<file path="config.mk">
export PLATFORM = sky130hd
export DESIGN_NAME = fkh_ctrl
export DESIGN_NICKNAME = d
export VERILOG_FILES = /design/src/rtl/fkh_pkg.sv /design/src/rtl/fkh_ctrl.sv
export SDC_FILE = /design/constraint.sdc
export NUM_CORES = 1
export LEC_CHECK = 0
export BUFFER_PORTS_ARGS = -buffer_cell sky130_fd_sc_hd__buf_2
export CAP_MARGIN = 20
export CORE_AREA = 2 2 39 41
export CTS_BUF_LIST = sky130_fd_sc_hd__clkbuf_4 sky130_fd_sc_hd__clkbuf_8
export DETAILED_ROUTE_END_ITERATION = 10
export DIE_AREA = 0 0 41 43
export HOLD_SLACK_MARGIN = 0.1
export PLACE_DENSITY = 0.8
export SETUP_SLACK_MARGIN = 0.1
export SYNTH_ARGS = -nofsm -noshare
export SYNTH_HDL_FRONTEND = slang
export SYNTH_SLANG_ARGS = --single-unit
</file>
<file path="constraint.sdc">
create_clock -name clk -period 4.78 [get_ports clk]
set_clock_uncertainty 0.1 [all_clocks]
set_input_delay 0.717 -clock clk [delete_from_list [all_inputs] [get_ports clk]]
set_output_delay 0.717 -clock clk [all_outputs]
set_load 0.02 [all_outputs]
</file>
<file path="src/rtl/fkh_pkg.sv">
// ----------------------------------------------------------------------------
// fkh_pkg
// Shared types, step schedule, tables and fixed-point helpers of the
// joint hierarchy world transform core.
// ----------------------------------------------------------------------------
package fkh_pkg;

	localparam int MAX_JOINTS_DEF = 256;

	localparam logic [8:0] ROOT_CODE = 9'd256;

	localparam logic [1:0] ST_OK         = 2'd0;
	localparam logic [1:0] ST_BAD_PARENT = 2'd1;
	localparam logic [1:0] ST_FULL       = 2'd2;

	localparam logic [5:0] STEP_V     = 6'd0;
	localparam logic [5:0] STEP_P     = 6'd3;
	localparam logic [5:0] STEP_S     = 6'd13;
	localparam logic [5:0] STEP_RLOAD = 6'd14;
	localparam logic [5:0] STEP_R     = 6'd16;
	localparam logic [5:0] STEP_Q     = 6'd25;
	localparam logic [5:0] STEP_END   = 6'd41;

	localparam logic [1:0] PA [10] = '{2'd0, 2'd1, 2'd2, 2'd3, 2'd1, 2'd0, 2'd1, 2'd0, 2'd2, 2'd0};
	localparam logic [1:0] PB [10] = '{2'd0, 2'd1, 2'd2, 2'd3, 2'd2, 2'd3, 2'd3, 2'd2, 2'd3, 2'd1};

	localparam logic [1:0] RV_ROW [9] = '{2'd0, 2'd0, 2'd0, 2'd1, 2'd1, 2'd1, 2'd2, 2'd2, 2'd2};
	localparam logic [1:0] RV_COL [9] = '{2'd0, 2'd1, 2'd2, 2'd0, 2'd1, 2'd2, 2'd0, 2'd1, 2'd2};

	localparam logic [15:0] QNEG = 16'b0100_0010_1000_1110;

	typedef struct packed {
		logic [2:0][15:0] s;
		logic [3:0][15:0] q;
		logic [2:0][31:0] t;
	} xform_t;

	typedef struct packed {
		logic       load;
		logic       read;
		logic       run;
		logic [5:0] step;
		logic       finish;
	} cmd_t;

	function automatic logic signed [63:0] rnd(input logic signed [63:0] x, input int n);
		return (x + (64'sd1 <<< (n - 1))) >>> n;
	endfunction

	function automatic logic signed [31:0] sat32(input logic signed [63:0] x);
		if (x > 64'sh0000_0000_7FFF_FFFF) return 32'sh7FFF_FFFF;
		if (x < -64'sh0000_0000_8000_0000) return -32'sh8000_0000;
		return x[31:0];
	endfunction

	function automatic logic signed [15:0] sat16(input logic signed [63:0] x);
		if (x > 64'sh7FFF) return 16'sh7FFF;
		if (x < -64'sh8000) return -16'sh8000;
		return x[15:0];
	endfunction

endpackage

</file>
<file path="src/rtl/fkh_ctrl.sv">
// ----------------------------------------------------------------------------
// fkh_ctrl
// Sequencer: accepts a joint, reads its parent, steps the shared multiplier
// schedule and hands the result to the output register.
// ----------------------------------------------------------------------------
module fkh_ctrl (
	input  logic            clk,
	input  logic            arst_n,
	input  logic            s_tvalid,
	output logic            s_tready,
	output logic            m_tvalid,
	input  logic            m_tready,
	output fkh_pkg::cmd_t   cmd
);

	typedef enum logic [3:0] {
		IDLE = 4'b0001,
		READ = 4'b0010,
		RUN  = 4'b0100,
		FIN  = 4'b1000
	} state_t;

	state_t     state_q;
	logic [5:0] step_q;
	logic       mvalid_q;
	logic       fin_ok;

	assign s_tready = (state_q == IDLE);
	assign m_tvalid = mvalid_q;
	assign fin_ok   = (state_q == FIN) && (!mvalid_q || m_tready);

	always_comb begin
		cmd.load   = s_tvalid && s_tready;
		cmd.read   = (state_q == READ);
		cmd.run    = (state_q == RUN);
		cmd.step   = step_q;
		cmd.finish = fin_ok;
	end

	always_ff @(posedge clk or negedge arst_n) begin
		if (!arst_n) begin
			state_q  <= IDLE;
			step_q   <= '0;
			mvalid_q <= 1'b0;
		end else begin
			unique case (state_q)
				IDLE: if (s_tvalid) state_q <= READ;
				READ: begin
					step_q  <= '0;
					state_q <= RUN;
				end
				RUN: begin
					if (step_q == fkh_pkg::STEP_END) state_q <= FIN;
					else step_q <= step_q + 6'd1;
				end
				FIN: if (fin_ok) state_q <= IDLE;
				default: state_q <= IDLE;
			endcase
			if (fin_ok) mvalid_q <= 1'b1;
			else if (m_tready) mvalid_q <= 1'b0;
		end
	end

	a_load_read: assert property (@(posedge clk) disable iff (!arst_n)
		cmd.load |=> state_q == READ) else $error("load not followed by read");
	a_run_fin: assert property (@(posedge clk) disable iff (!arst_n)
		(state_q == RUN && step_q == fkh_pkg::STEP_END) |=> state_q == FIN)
		else $error("schedule overran");
	a_fin_valid: assert property (@(posedge clk) disable iff (!arst_n)
		cmd.finish |=> m_tvalid) else $error("finished result not presented");

endmodule

</file>
==> results.toml, run 1 <==
[synthesis]
synth_edf_count = 0
synth_ff_type = "dfrtp_1"
async_flop_share_pct = 100
yosysMostFrequentCell = "dfrtp_1"
yosysTopAreaCell = "dfrtp_1"
synth.distinct_cells = 31
synth_area_um2 = 609
yosysSeqAreaShare_pct = 45.4
ys_top_cells_by_count = "10 x dfrtp_1, 6 x nand2_1, 4 x nand3_1, 3 x inv_1, 3 x mux2i_1"
yosys-top-cells-area = "dfrtp_1 41%, mux2i_1 4.9%, dfstp_2 4.3%, ha_1 4.1%, nand2_1 3.7%"
ys_ff_latch = 11
synth_cells = 59
synth_top_area_share_pct = 41.1
yosysWarnings = 0
synth_fp_nets = 65
avgSynthCellArea_um2 = 10.3

[critical_path]
r2r-start = "state_q[3]$_DFFE_PN0P_"
crit_end = "cmd[8]"
critical_path_cell_count = 3
crit_path_start = "state_q[3]$_DFFE_PN0P_"
reg2reg_depth = 3
cp.required_ns = 3.96
criticalPathCategory = "flop to output pin"
setup.worst_path.start_class = "flop"
reg2reg_to = "step_q[5]$_DFFE_PN0P_"
crit_arrival_ns = 1.78
end_kind = "output pin"
critPathMaxStageDelay_ns = 0.79
cp_slowest_cell = "or4b_2"
cp_cell_sequence = "or4b_2 -> inv_1 -> buf_2"
crit_buf_inv = 2
crit_fanout = 7
r2r_slack_ns = 2.96
path_delay_family = "simple AND/OR/NAND/NOR gates"

[final_layout]
drive_gt1_share_pct = 28.9
final_cells = 92
final_net_count = 83
diodes = 0
fill_cells = 140
area_growth_pct = 18.7

[sta]
slew_viol_final = 0
fmax_mhz = 385
layout_min_cycle_time_ns = 2.59
period_share_pct = 54.3
final_hold_viol_count = 0
hold_slack_ns = 0.208
setup_tns_ns = 0
setup_viol = 0
grt_setup_unrepaired = "false"
relSlewSlack_pct = 70.8
tightest_slew_ns = 0.436

[cts]
cts_buffers = 3
cts_tree = "done"
hold_buffers = 0
cts.sinks = 11
clk_pin_slew_ns = 0.07
cts_resized = 0
cts-htree-levels = 1
cts_setup_buffers = 0
clockRootBuffer = "clkbuf_4"
clockBufferDepth = 2
clkLatencyLatePin_ns = 0.27

[detailed_routing]
drt_iter0_drc = 5
wl_um = 1230
drt-pass1-iter-count = 4
vias = 523
ant_nets = 0
vias_per_cell = 5.68
route.detailed.drc = 0
wl_per_cell_um = 13.4

[power_and_ir_drop]
p_clk_share_pct = 20.8
pwr_density_cell_nw_per_um2 = 454
peakVddDrop_mv = 0.246
swShare_pct = 37.9
seq_power_share_pct = 42.9
p_leak_uw = 0.000382
total_power_uw = 328
internal_power_uw = 204
power.switching_uw = 124
pwr-share-comb_pct = 36.4

[place]
dpl.hpwl_um = 921
gp_congestion = 0.733
port_buffers = 15
place_inst = 88

[die]
rows = 14
dieArea_um2 = 1760
die-height_um = 43
ios = 16
core_um2 = 1380
start_util_pct = 44.0
die_w_um = 41

[global_route]
grt_max_degree = 12
grtUsageTotal_pct = 17.0
antenna_found_initial = 0
grt_pass1_wl_um = 1990
overflow = 0
grt_pass1_vias = 472

[job]
cap_violations = 0

[status]
status = "completed"

[worst_hold_path]
hold_path_class = "primary input to async pin"
## worst reg2reg max path, stage by stage (launching register included)
cell	delay (ns)
dfrtp_1	0.44
or4b_4	0.60
or4_1	0.52
nand3_1	0.09
## cell usage in the layout (no fill, tap or decap), types with 2 or more instances in the layout
master	instances
nor4b_1	2
dfrtp_1	10
clkbuf_4	4
xor2_1	2
buf_2	15
mux2i_1	3
o211ai_1	2
ha_1	2
nor2b_1	2
and2_1	2
nand3_1	4
nand2_1	6
inv_1	3
o21ai_0	2
## registers in the layout, summed over array words and instances (netlist names)
register / count
state_q: 4
m_tvalid: 1
step_q: 6
## metrics by stage
| step | util [%] | worst slack, ns | cell area (um^2) |
|---|---|---|---|
| global route | 52.3 | 2.12 | 723 |
| CTS | 52.3 | 2.19 | 723 |
| detailed placement | 50.1 | 2.49 | 693 |
| finish | 52.3 | 2.19 | 723 |
| global placement | 50.1 | 2.51 | 693 |
| floorplan | - | 2.24 | 609 |
## logic make-up after synthesis
family,Yosys count,synth area share (%)
and+or+nand+nor,26,27.7
DFF,11,45.4
AOI/OAI and AO/OA,10,11.3
buffers and inverters,5,3.70
muxes,3,4.93
xor gates and xnor gates,2,2.88
adders and majority gates,2,4.11
## cell type report
class | count | area (um^2) | area share (%)
Tap cell | 16 | 20.0 | 2.77
Clock buffer | 4 | 30.0 | 4.15
Timing Repair Buffer | 15 | 75.1 | 10.4
Inverter | 3 | 11.3 | 1.56
Sequential cell | 11 | 277 | 38.2
Multi-Input combinational cell | 43 | 310 | 42.9
## per-layer routing
metal  up-vias  routed length (um)  global-route usage, %
met4         0                  20                   10.0
met5         -                   0                      0
li1        250                   -                      -
met2        17                 582                   24.1
met1       252                 561                   23.3
met3         4                  70                   3.14
## power by group through the flow
stage	Combinational, uW	Clock, uW	Sequential (uW)
floorplan	79.7	0	145
global placement	118	0	140
detailed placement	120	0	142
CTS	121	70.8	140
global route	130	74.5	146
finish	119	68.1	141
## how the worst min path moves through the flow
stage	start	slack, ns	to	cells after the start
after floorplan	arst_n	0.32	m_tvalid$_DFFE_PN0P_	0
after global placement	m_tvalid$_DFFE_PN0P_	0.43	m_tvalid$_DFFE_PN0P_	2
after detailed placement	m_tvalid$_DFFE_PN0P_	0.45	m_tvalid$_DFFE_PN0P_	2
after CTS	arst_n	0.20	m_tvalid$_DFFE_PN0P_	1
after global routing	arst_n	0.21	state_q[3]$_DFFE_PN0P_	1
final	arst_n	0.21	step_q[4]$_DFFE_PN0P_	1
Note: power is estimated with default switching activity, not from simulation.
==> inputs of run 2 (changes only) <==
==> constraint.sdc (replaced) <==
create_clock -name clk -period 2.47 [get_ports clk]
set_clock_uncertainty 0.1 [all_clocks]
set_input_delay 0.3705 -clock clk [delete_from_list [all_inputs] [get_ports clk]]
set_output_delay 0.3705 -clock clk [all_outputs]
set_load 0.02 [all_outputs]
==> run 2 against run 1 <==
Effect of this change: core utilization up 0.72 points; sequential share of layout area down 0.52 points; first-iteration DRC count grew 120%; clock power grew 110%; setup slack got worse by 2.0 ns; via count up 1.1%; wire length grew 0.73%; design area grew 1.4%; combinational power increased by 95%; die area did not move; highest routed layer unchanged; global-route usage up 0.49 points; critical path depth is the same.
==> results.toml, run 2 (synthesized netlist as in run 1, its figures left out) <==
[global_route]
grt_use_met2_pct = 24.1
gr-usage-met1_pct = 22.9
grt_pass1_wl_um = 2010
grt_pass1_vias = 455
met3_usage_pct = 9.42
grt_max_degree = 12
antenna_found_initial = 0
grt-busiest-layer = "met2"
overflow = 0
grtUsageTotal_pct = 17.5

[detailed_routing]
drt-pass1-iter-count = 4
drt_iter0_drc = 11
vias = 529
wl_um = 1240
wl_per_cell_um = 13.4
route.detailed.drc = 0
ant_nets = 0
vias_per_cell = 5.69

[cts]
cts_resized = 0
clockRootBuffer = "clkbuf_4"
clkLatencyLatePin_ns = 0.28
hold_buffers = 1
clk_pin_slew_ns = 0.07
cts_setup_buffers = 0
cts-htree-levels = 1
clockBufferDepth = 2
cts.sinks = 11
cts_buffers = 3
cts_tree = "done"

[critical_path]
setup.worst_path.start_class = "flop"
reg2reg_depth = 3
r2r_slack_ns = 0.66
crit_fanout = 7
crit_arrival_ns = 1.78
cp.required_ns = 2.00
criticalPathCategory = "flop to output pin"
reg2reg_to = "step_q[5]$_DFFE_PN0P_"
end_kind = "output pin"
r2r-start = "state_q[3]$_DFFE_PN0P_"

[worst_hold_path]
hold_path_class = "primary input to flop"
hp-start = "s_tvalid"
hold_depth = 2
min_to = "state_q[1]$_DFFE_PN0P_"

[sta]
relSlewSlack_pct = 70.9
setup_tns_ns = 0
hold_slack_ns = 0.227
grt_setup_unrepaired = "false"
tightest_slew_ns = 0.434
fin_ws_ns = 0.221
final_hold_viol_count = 0
slew_viol_final = 0
layout_min_cycle_time_ns = 2.25
setup_viol = 0
fmax_mhz = 445
period_share_pct = 91.1

[die]
rows = 14
die-height_um = 43
dieArea_um2 = 1760
ios = 16
die_w_um = 41
core_um2 = 1380
start_util_pct = 44.0

[job]
cap_violations = 0

[power_and_ir_drop]
pwr_density_cell_nw_per_um2 = 881
seq_power_share_pct = 42.0
internal_power_uw = 396
power.switching_uw = 250
swShare_pct = 38.7
pwr-share-comb_pct = 35.9
peakVddDrop_mv = 0.483
p_clk_share_pct = 22.0
p_leak_uw = 0.000386

[final_layout]
fill_cells = 144
final_cell_mix = "15 x buf_2, 10 x dfrtp_1, 6 x nand2_1"
area_growth_pct = 20.3
multi_input_area_um2 = 310
stdcell_area_um2 = 733
final_net_count = 84
largest_register_ffs = 6
drive_gt1_share_pct = 28.6
seq_area_um2 = 277
utilization_pct = 53.0
diodes = 0
final_common_cell = "buf_2"
top_register = "step_q"

[place]
place_ws_ns = 0.535
port_buffers = 15
dpl-instance-area_um2 = 693
dpl.hpwl_um = 888
gp_congestion = 0.733

[status]
status = "completed"
## run 2: through the flow
step                power (uW)  cells
finish                     646     93
floorplan                  435     59
global placement           499     88
detailed placement         508     88
CTS                        652     93
global route               690     93
## run 2: worst max-delay path by stage
stage                      startpoint  endpoint
2_1_floorplan  state_q[0]$_DFFE_PN1P_    cmd[9]
3_3_place_gp   state_q[3]$_DFFE_PN0P_    cmd[8]
3_5_place_dp   state_q[3]$_DFFE_PN0P_    cmd[8]
4_1_cts        state_q[3]$_DFFE_PN0P_    cmd[8]
5_1_grt        state_q[3]$_DFFE_PN0P_    cmd[8]
6_report       state_q[3]$_DFFE_PN0P_    cmd[8]
## run 2: power by group through the flow
stage          registers [uW]  logic [uW]  clock network [uW]
2_1_floorplan             281         154                   0
3_3_place_gp              272         227                   0
4_1_cts                   272         236                 144
3_5_place_dp              274         234                   0
5_1_grt                   281         256                 153
6_report                  272         232                 142
## run 2: metal layers
metal	wire length [um]	up-vias
met5	0	-
met2	591	18
met1	543	258
met4	9	0
li1	-	251
met3	98	2
## run 2: final cells by class
cell class | count | share of cell area [%]
Timing Repair Buffer | 16 | 11.6
Tap cell | 16 | 2.73
Inverter | 3 | 1.54
Clock buffer | 4 | 4.10
Multi-Input combinational cell | 43 | 42.3
Sequential cell | 11 | 37.7
## run 2: worst max-delay path, stage by stage, from the launching register on
cell	delay, ns
dfrtp_1	0.44
or4b_2	0.78
inv_1	0.11
buf_2	0.16
